File: config.mk
export PLATFORM = sky130hd
export DESIGN_NAME = hap_sqrt_cell
export DESIGN_NICKNAME = d
export VERILOG_FILES = /design/src/design/hap_pkg.sv /design/src/design/hap_sqrt_cell.sv
export SDC_FILE = /design/constraint.sdc
export NUM_CORES = 1
export LEC_CHECK = 0
export BUFFER_PORTS_ARGS = -buffer_cell sky130_fd_sc_hd__buf_2
export CORE_MARGIN = 2
export CORE_UTILIZATION = 40
export CTS_CLUSTER_DIAMETER = 50
export DETAILED_ROUTE_END_ITERATION = 16
export PLACE_DENSITY = 0.69
export SYNTH_ARGS = -nofsm -noshare
export SYNTH_HDL_FRONTEND = slang
export SYNTH_SLANG_ARGS = --single-unit
File: constraint.sdc
create_clock -name clk -period 6.83 [get_ports clk]
set_clock_uncertainty 0.15 [all_clocks]
set_input_delay 1.0245 -clock clk [delete_from_list [all_inputs] [get_ports clk]]
set_output_delay 1.0245 -clock clk [all_outputs]
set_load 0.02 [all_outputs]
File: src/design/hap_pkg.sv
// Package for the Heron triangle core: default widths, result widths and helpers.
// Depends on nothing; imported by every module of the core.
`timescale 1ns / 1ps
package hap_pkg;
    localparam int COORD_BITS_DEF = 16;
    localparam int FRAC_BITS_DEF  = 4;
    localparam int PERIM_BITS     = 19;
    localparam int AREA_BITS      = 28;

    function automatic int max_int(input int a, input int b);
        return (a > b) ? a : b;
    endfunction
endpackage

File: src/design/hap_sqrt_cell.sv
// One bit cell of the digit-by-digit square root chain.
// Depends on hap_pkg; instantiated in a row by the top level.
`timescale 1ns / 1ps
module hap_sqrt_cell
    import hap_pkg::*;
#(
    parameter int VW  = 33,
    parameter int RW  = 17,
    parameter int BIT = 0
)
(
    input  logic          clk,
    input  logic [VW-1:0] rem_in,
    input  logic [RW-1:0] root_in,
    output logic [VW-1:0] rem_out,
    output logic [RW-1:0] root_out
);
    logic [VW-1:0] trial;
    logic          take;
    logic [VW-1:0] rem_next;
    logic [RW-1:0] root_next;

    always_comb
    begin
        trial     = (VW'(root_in) << (BIT + 1)) + (VW'(1) << (2 * BIT));
        take      = (rem_in >= trial);
        rem_next  = take ? (rem_in - trial) : rem_in;
        root_next = take ? (root_in | (RW'(1) << BIT)) : root_in;
    end

    always_ff @(posedge clk)
    begin
        rem_out  <= rem_next;
        root_out <= root_next;
    end
endmodule

Word level (Yosys, flattened, before mapping)

Cells that the tools add are included.

Flip-flop bits (word level): 50
Latch bits: 0
RAM bits: 0
Bits in read-only memories: 0
Input bits: 51
Output and inout port bits: 50
Logic and storage cells: 7
Memories kept: 0

Add/subtract/negate cells: 2
Multiply operators: 0
Divide/modulo/power cells: 0
Magnitude comparators: 1
Eq/ne operators: 0
Shifts and indexed selects: 0
Multiplexer cells: 1
Bitwise logic cells: 0
Reductions and logical operators: 0

Operators with widths:

| cell                    | count |
|---|---|
| $ge A33 B19 Y1          | 1 |
| $mux W33                | 1 |
| $sub A33 B19 Y33        | 1 |
| $add A18 B1 Y19 const B | 1 |

Longest topological paths before layout

Gate-level depths: netlist (run 1).

Depth in word-level cells: 3
Mapped depth: 12

Least setup slack after synthesis (run 1)

Ideal clock, no wire load.

Kind: input port to flip-flop
Start: input port root_in[16]
End: register rem_out[28]
Library setup time: 0.118 ns
Arrival: 3.495 ns
Required time: 6.562 ns
Path slack: 3.067 ns
Stages: 11
Cell sequence: inv_1 > ha_1 > buf_2 > nor4b_1 > a311o_1 > a21oi_1 > and3_2 > or3_1 > buf_4 > or3_2 > xnor2_1

Word-level cells in the longest chain between the ends: 3
Elaborated cells between the ends (all ways): 4

Ends and longest elaborated chain:

| what                                               | line                                     | RTL |
|---|---|---|
| from (decl)                                        | hap_sqrt_cell.sv:14                      | `input logic [RW-1:0] root_in,` |
| $add A18 B1 Y19 *                                  | hap_sqrt_cell.sv:25                      | `trial = (VW'(root_in) << (BIT + 1)) + (VW'(1) << (2 * BIT));` |
| $sub A33 B19 Y33 or $ge A33 B19 Y1 (tied branches) | hap_sqrt_cell.sv:27, hap_sqrt_cell.sv:26 |  |
| $mux W33 *                                         | hap_sqrt_cell.sv:27                      | `rem_next = take ? (rem_in - trial) : rem_in;` |
| net rem_next[28]                                   | hap_sqrt_cell.sv:20                      | `logic [VW-1:0] rem_next;` |
| to (signal assigned)                               | hap_sqrt_cell.sv:33                      | `rem_out <= rem_next;` |
| to (decl)                                          | hap_sqrt_cell.sv:15                      | `output logic [VW-1:0] rem_out,` |

Mark *: on every way through the listed nets, which the timed path passes. The rest lies on a longest branch.
A chain may end at the register's enable or synchronous reset.

Worst setup path in the final report (run 1)

Same ends and word-level chain as after synthesis.

==> results of run 1 <==
## logic make-up after synthesis
logic type | Yosys count
XOR/XNOR | 31
AND/OR/NAND/NOR | 88
multiplexers | 1
adder cells (fa/ha/maj) | 19
buffers and inverters | 28
flip-flops | 50
AO/OA/AOI/OAI | 72
## worst paths after layout
check                       start     endpoint  slack [ns]  cells past startpoint
worst max-delay path  root_in[16]  rem_out[28]        2.76                     10
worst min-delay path   root_in[7]  root_out[7]        0.69                      1
## area by class of cell
cell class                 instances  area share [%]
multi-input combinational        211            43.9
sequential                        50            31.6
timing repair buffer             100            15.8
tap                               75            2.96
inverter                          20            2.37
clock buffer                       5            2.17
clock inverter                     3            1.26
## where the power goes
part | switching (mW) | internal, mW
Clock | 0.0917 | 0.108
Sequential | 0.00752 | 0.326
Combinational | 0.127 | 0.0797
Total | 0.226 | 0.514
## per-stage QoR
stage | instance area, µm² | instances | utilization, % | hold slack [ns]
2_1_floorplan | 2510 | 289 | - | 0.902
3_3_place_gp | 3060 | 456 | 51.1 | 0.992
3_5_place_dp | 3060 | 456 | 51.1 | 0.994
4_1_cts | 3170 | 464 | 52.9 | 0.677
5_1_grt | 3170 | 464 | 52.9 | 0.669
6_report | 3170 | 464 | 52.9 | 0.688
## layout by cell type (no fill, tap or decap), types with 2 or more instances in the layout
cell / synthesis / layout
and3_1: 2 / 2
a21o_1: 8 / 8
o2111ai_1: 2 / 2
nor2b_1: 2 / 2
ha_1: 18 / 18
nor2_1: 13 / 13
o21ai_0: 26 / 26
dfxtp_1: 50 / 50
o21a_1: 2 / 2
or3_1: 3 / 3
xor2_1: 14 / 14
nand4_1: 5 / 5
clkinv_2: 0 / 2
inv_1: 20 / 20
nand3_1: 4 / 4
nand2_1: 38 / 38
buf_2: 1 / 100
clkbuf_8: 0 / 5
or4_4: 2 / 2
a31oi_1: 6 / 6
a21oi_1: 21 / 21
nand2b_1: 2 / 2
nor4b_1: 2 / 2
nor4_1: 4 / 4
nor3_1: 5 / 5
xnor2_1: 17 / 17
## routing by layer
layer | vias to the layer above | global-route usage (%) | part of all wire, %
li1 | 1199 | - | -
met1 | 1007 | 19.1 | 45
met2 | 63 | 28.6 | 48
met3 | 4 | 3.78 | 5.6
met4 | 0 | 4.62 | 0.85
met5 | - | 0 | 0
## state kept, by name (all words and copies together), names as in the netlist
register,cells
root_out,17
rem_out,33
==> impl_metrics.json, run 1 <==
{
  "min_period_ns": 4.07,
  "route.detailed.drc": 0,
  "syn_avg_cell_area_um2": 8.70,
  "worst_ir_drop_vdd_v": 0.000104,
  "max_freq_mhz": 246,
  "dominantRegCellSynth": "dfxtp_1",
  "path_clk_slew_ns": 0.09,
  "grt_max_degree": 42,
  "synth_mux_area_share_pct": 0.448,
  "min_path_type": "primary input to register",
  "postCtsSetupBuffers": 0,
  "rows": 28,
  "start_util_pct": 42.0,
  "yosys.area_share.simple_pct": 17.3,
  "cts_hold_buf": 0,
  "p_leak_nw": 1.52,
  "drtAntennaViolNets": 0,
  "gp_congestion": 0.815,
  "yosys.cell_count.top_type": "dfxtp_1",
  "cts_tree": "built",
  "rsz0062_at_grt": "false",
  "coreArea_um2": 5990,
  "crit_type": "primary input to register",
  "viasPerCell": 4.90,
  "die_w_um": 83.3,
  "n_fill_cell": 570,
  "path_cells": "buf_2 -> inv_1 -> ha_1 -> nor4b_1 -> a311o_1 -> a21oi_1 -> and3_2 -> or3_1 -> or3_2 -> xnor2_1",
  "multi_input_area_um2": 1390,
  "areaGrowthSynthToFinish_pct": 26.1,
  "end_kind": "register",
  "drive_gt1_share_pct": 29.6,
  "synthTopCellsByArea": "dfxtp_1, ha_1, xnor2_1, nand2_1, o21ai_0",
  "crit_path_top_delay_cell": "nor4b_1",
  "clk_path_buf_depth": 2,
  "htree_levels": 2,
  "async_flop_share_pct": 0,
  "slew_viol_final": 0,
  "overflow": 0,
  "syn_inst": 289,
  "numCtsBuffers": 5,
  "synthAdderAreaFrac_pct": 9.76,
  "grt_use_total_pct": 16.0,
  "io_pins": 101,
  "synth_nets": 359,
  "status": "finished, final reports clean",
  "grt_pass1_wl_mm": 9.41,
  "yosysWarnings": 0,
  "antenna_found_initial": 0,
  "vias": 2273,
  "ff_latch_area_um2": 1000,
  "ys_ff_latch": 50,
  "worst_pin_slew_ns": 0.847,
  "hold_viol": 0,
  "synth_compound_area_share_pct": 17.1,
  "layout.nets": 458,
  "grt_pass1_vias": 2283,
  "yosys.area_share.xor_xnor_pct": 10.8,
  "worstPathRequired_ns": 6.87,
  "pwr_density_cell_nw_per_um2": 233,
  "dp_slack_ns": 2.44,
  "worstSetupStartpointType": "primary input",
  "cts.sinks": 50,
  "dr.first_iter.drc_count": 42,
  "finalPower_uw": 740,
  "synth_commonest_cells": "dfxtp_1, nand2_1, o21ai_0",
  "slew_headroom_pct": 42.8,
  "ys_types": 41,
  "dr.pass1.iters": 4,
  "wl_mm": 5.62,
  "worst-path-max-fanout": 41,
  "final-setup-viol-count": 0,
  "fin_crit_sh_pct": 59.6,
  "fin_ws_ns": 2.76,
  "diodes": 0,
  "dieArea_um2": 6930,
  "netlist_area_um2": 2510,
  "port_buffers": 100,
  "root_buffer": "clkbuf_8",
  "path_buf_inv": 2,
  "fp.dieH_um": 83.3,
  "synth_top_family_by_area": "simple AND/OR/NAND/NOR gates",
  "synth.yosys.seq_area_share_pct": 39.8,
  "synth_top_area_share_pct": 39.8,
  "setup_tns_ns": 0,
  "critPathArrivalTime_ns": 4.11,
  "synth_edf_count": 0,
  "hpwl_mm": 4.59,
  "cap_violations": 0,
  "cts_resized": 0,
  "slowest_delay_ns": 0.57,
  "critical_path.top_delay_family": "simple AND/OR/NAND/NOR gates",
  "avgRoutedWirePerCell_um": 12.1,
  "yosysTopAreaCell": "dfxtp_1"
}
(Power assumes the default switching activity.)
==> run 2: changes to the inputs <==
==> constraint.sdc (replaced) <==
create_clock -name clk -period 4.1 [get_ports clk]
set_clock_uncertainty 0.15 [all_clocks]
set_input_delay 0.615 -clock clk [delete_from_list [all_inputs] [get_ports clk]]
set_output_delay 0.615 -clock clk [all_outputs]
set_load 0.02 [all_outputs]
==> run 2 against run 1 <==
Clock power is 110% higher. Total power up 80%. Sequential share of layout area is 0.48 points lower. Worst hold slack worse by 0.43 ns. Sequential power is 66% higher. Combinational power up 68%. Final cell count increased by 0.43%. Non-clock buffer count is 2 higher. Cell area grew 1.5%. Flip-flop and latch count did not move. Via count is 1.5% higher. Critical path depth unchanged. Largest cell class unchanged.
==> impl_metrics.json, run 2 (synthesis results as in run 1) <==
{
  "start_util_pct": 42.0,
  "port_buffers": 100,
  "diodes": 0,
  "drive_gt1_share_pct": 29.9,
  "grt_pass1_vias": 2256,
  "worst-path-max-fanout": 14,
  "pwr_density_cell_nw_per_um2": 413,
  "p_leak_nw": 1.55,
  "n_fill_cell": 583,
  "fp.dieH_um": 83.3,
  "worstPathRequired_ns": 4.16,
  "cts_hold_buf": 0,
  "path_clk_slew_ns": 0.09,
  "coreArea_um2": 5990,
  "slowest_delay_ns": 0.61,
  "layout_common_cells": "buf_2, dfxtp_1, nand2_1",
  "wirelength_met1_mm": 2.50,
  "cts_resized": 0,
  "status": "finished, final reports clean",
  "htree_levels": 2,
  "cts.sinks": 50,
  "finalPower_mw": 1.33,
  "drtAntennaViolNets": 0,
  "multi_input_area_um2": 1390,
  "layout.nets": 460,
  "cts_tree": "built",
  "largest_reg_flops": 33,
  "dr.pass1.iters": 4,
  "postCtsSetupBuffers": 0,
  "viasPerCell": 4.95,
  "fin_crit_sh_pct": 86.8,
  "wl_met2_mm": 2.86,
  "grt_use_total_pct": 16.8,
  "worst_pin_slew_ns": 0.804,
  "root_buffer": "clkbuf_8",
  "top_regs": "rem_out x33, root_out x17",
  "clk_path_buf_depth": 2,
  "critPathArrivalTime_ns": 3.62,
  "cap_violations": 0,
  "slew_headroom_pct": 45.6,
  "final-setup-viol-count": 0,
  "vias": 2307,
  "die_w_um": 83.3,
  "setup_tns_ns": 0,
  "hpwl_mm": 4.72,
  "final_common_cell": "buf_2",
  "regMostFlops": "rem_out",
  "min_period_ns": 3.56,
  "crit_type": "primary input to register",
  "hold_end": "root_out[12]",
  "route.detailed.drc": 0,
  "grt_max_degree": 29,
  "path_cells": "buf_2 -> inv_1 -> ha_1 -> nor4b_1 -> a311o_1 -> a21oi_1 -> and3_2 -> or3_1 -> or3_2 -> xnor2_1",
  "wl_mm": 5.82,
  "io_pins": 101,
  "overflow": 0,
  "dieArea_um2": 6930,
  "min_from": "root_in[12]",
  "end_kind": "register",
  "top_layer": "met4",
  "worstHoldPathCells": 1,
  "rows": 28,
  "numCtsBuffers": 5,
  "worst_ir_drop_vdd_v": 0.000193,
  "avgRoutedWirePerCell_um": 12.5,
  "crit_path_top_delay_cell": "nor4b_1",
  "grt_pass1_wl_mm": 9.65,
  "rsz0062_at_grt": "false",
  "dr.first_iter.drc_count": 71,
  "hold_viol": 0,
  "worstSetupStartpointType": "primary input",
  "slew_viol_final": 0,
  "gp_congestion": 0.888,
  "areaGrowthSynthToFinish_pct": 28.1,
  "wl_met3_um": 411,
  "antenna_found_initial": 0,
  "min_path_type": "primary input to register",
  "ff_latch_area_um2": 1000,
  "max_freq_mhz": 281
}
-- run 2: cell count changes in the layout (fill, tap and decap cells not counted), sizes merged --
cell and change:
buf +2, clkinv -2, bufinv +1, clkbuf +1
-- run 2: worst max-delay path by stage --
stage	to	cells past startpoint	startpoint
after CTS	rem_out[23]	10	root_in[16]
final	rem_out[28]	10	root_in[16]
after detailed placement	rem_out[23]	10	root_in[16]
after global routing	rem_out[23]	10	root_in[16]
after global placement	rem_out[23]	10	root_in[16]
after floorplan	rem_out[28]	11	root_in[16]
-- run 2: cell type report --
class / count / area share (%)
clock buffer: 6 / 2.57
clock inverter: 2 / 1.87
inverter: 20 / 2.33
multi-input combinational: 211 / 43.2
sequential: 50 / 31.1
tap: 75 / 2.91
timing repair buffer: 102 / 16.0
-- run 2: power breakdown --
| group | total [mW] | switching [mW] | internal, mW |
|---|---|---|---|
| registers | 0.556 | 0.0123 | 0.543 |
| clock network | 0.426 | 0.166 | 0.260 |
| logic | 0.347 | 0.213 | 0.134 |
-- run 2: worst max-delay path, delay by kind of cell --
kind	cells	cell delay, ns
simple gates	4	1.91
compound gates	2	0.40
xor+xnor	1	0.13
fa+ha+maj	1	0.42
buf+inv	2	0.13
-- run 2: routing by layer --
metal  track usage (%)  vias to the layer above
met5                 0                        -
met4              5.22                        0
li1                  -                     1198
met2              30.0                       70
met1              19.0                     1033
met3              5.17                        6
-- run 2: per-stage QoR --
step	utilization (%)	area, µm²	setup slack (ns)	hold WS [ns]	instances
finish	53.7	3220	0.541	0.263	466
global route	53.7	3220	0.270	0.256	466
CTS	53.7	3220	0.544	0.263	466
detailed placement	51.4	3080	0.231	0.585	458
global placement	51.4	3080	0.467	0.582	458
floorplan	-	2510	0.747	0.493	289
==> run 3: changes to the inputs <==
--- a/config.mk
+++ b/config.mk
@@ -5,11 +5,13 @@
 export SDC_FILE = /design/constraint.sdc
 export NUM_CORES = 1
 export LEC_CHECK = 0
+export ABC_AREA = 0
 export BUFFER_PORTS_ARGS = -buffer_cell sky130_fd_sc_hd__buf_2
 export CORE_MARGIN = 2
 export CORE_UTILIZATION = 40
 export CTS_CLUSTER_DIAMETER = 50
 export DETAILED_ROUTE_END_ITERATION = 16
+export MAX_ROUTING_LAYER = met4
 export PLACE_DENSITY = 0.69
 export SYNTH_ARGS = -nofsm -noshare
 export SYNTH_HDL_FRONTEND = slang
==> run 3 against run 2 <==
Setup slack improved by 0.12 ns. Via count rose by 0.87%. Non-clock buffer count rose by 1. Die area did not move. Worst hold slack improved by 0.0068 ns. Clock power fell by 18%. Critical path depth did not move. Final cell count did not move. Utilization fell by 0.38 points. Count of clock-buffer cells in the layout did not move. Cell area fell by 0.70%. Largest power group unchanged. Highest routed layer unchanged.
==> impl_metrics.json, run 3 (synthesis results as in run 1) <==
{
  "die_w_um": 83.3,
  "finalPower_mw": 1.25,
  "worstSetupStartpointType": "primary input",
  "numCtsBuffers": 5,
  "n_fill_cell": 595,
  "htree_levels": 2,
  "max_freq_mhz": 291,
  "wl_met2_mm": 2.79,
  "pwr_density_cell_nw_per_um2": 392,
  "slew_headroom_pct": 44.5,
  "status": "finished, final reports clean",
  "coreArea_um2": 5990,
  "drtAntennaViolNets": 0,
  "layout.nets": 461,
  "fin_ws_ns": 0.663,
  "dp_slack_ns": 0.357,
  "rows": 28,
  "port_buffers": 100,
  "drive_gt1_share_pct": 29.9,
  "hpwl_mm": 4.72,
  "grt_max_degree": 23,
  "fp.dieH_um": 83.3,
  "top_regs": "rem_out x33, root_out x17",
  "cts.sinks": 50,
  "place_inst": 459,
  "cts_tree": "built",
  "fin_crit_sh_pct": 83.8,
  "final_util_pct": 53.4,
  "worst-path-max-fanout": 22,
  "diodes": 0,
  "cts_hold_buf": 0,
  "critPathArrivalTime_ns": 3.48,
  "clk_path_buf_depth": 2,
  "cap_violations": 0,
  "largest_reg_flops": 33,
  "p_leak_nw": 1.54,
  "grt_use_total_pct": 16.9,
  "layout_common_cells": "buf_2, dfxtp_1, nand2_1",
  "vias": 2327,
  "worstPathRequired_ns": 4.14,
  "start_util_pct": 42.0,
  "wirelength_met1_mm": 2.55,
  "hold_viol": 0,
  "worst_ir_drop_vdd_v": 0.000205,
  "route.detailed.drc": 0,
  "viasPerCell": 4.99,
  "grt_pass1_wl_mm": 9.52,
  "areaGrowthSynthToFinish_pct": 27.2,
  "setup_tns_ns": 0,
  "top_layer": "met4",
  "root_buffer": "clkbuf_8",
  "crit_type": "primary input to register",
  "end_kind": "register",
  "wl_met3_um": 351,
  "cts_resized": 0,
  "path_clk_slew_ns": 0.09,
  "final_common_cell": "buf_2",
  "postCtsSetupBuffers": 0,
  "dieArea_um2": 6930,
  "slew_viol_final": 0,
  "regMostFlops": "rem_out",
  "min_path_type": "primary input to register",
  "worst_pin_slew_ns": 0.821,
  "gp_congestion": 0.866,
  "dr.pass1.iters": 4,
  "avgRoutedWirePerCell_um": 12.4,
  "min_period_ns": 3.44,
  "grt_pass1_vias": 2259,
  "fin_cells": 466,
  "final-setup-viol-count": 0,
  "antenna_found_initial": 0,
  "wl_mm": 5.77,
  "dr.first_iter.drc_count": 101,
  "overflow": 0,
  "io_pins": 101,
  "rsz0062_at_grt": "false"
}
## run 3: changes by cell type in the layout (fill, tap and decap cells not counted), sizes merged
cell | previous run | this run
bufinv | 2 | 1
buf | 102 | 103
## run 3: worst max-delay path, stage by stage
cell and delay [ns]:
buf_2 0.08, inv_1 0.03, ha_1 0.30, nor4b_1 0.59, a311o_1 0.30, a21oi_1 0.06, and3_2 0.39, or3_1 0.52
or3_2 0.46, xnor2_1 0.13
## run 3: final timing paths
kind,start,endpoint,slack [ns],depth (start not counted)
setup / recovery,root_in[16],rem_out[28],0.66,10
hold / removal,root_in[12],root_out[12],0.27,1
## run 3: power breakdown
part	switching, mW	leakage (nW)	total [mW]	internal [mW]
sequential	0.0128	0.422	0.556	0.543
combinational	0.213	1.06	0.348	0.135
clock	0.154	0.0573	0.349	0.195
## run 3: metal layers
layer  global-route usage [%]  vias to the layer above
li1                         -                     1206
met2                     29.3                       74
met4                     4.62                        0
met5                        -                        -
met1                     19.2                     1040
met3                     4.47                        7
## run 3: final cells by class
| type | instances | area (µm²) | share of cell area (%) |
|---|---|---|---|
| tap | 75 | 93.8 | 2.94 |
| sequential | 50 | 1000 | 31.3 |
| clock inverter | 1 | 30.0 | 0.939 |
| multi-input combinational | 211 | 1390 | 43.5 |
| timing repair buffer | 103 | 523 | 16.4 |
| inverter | 20 | 75.1 | 2.35 |
| clock buffer | 6 | 82.6 | 2.58 |
## run 3: metrics by stage
stage,instance area (µm²),hold slack [ns]
finish,3200,0.269
global route,3200,0.259
floorplan,2510,0.493
CTS,3200,0.267
detailed placement,3080,0.583
global placement,3080,0.582
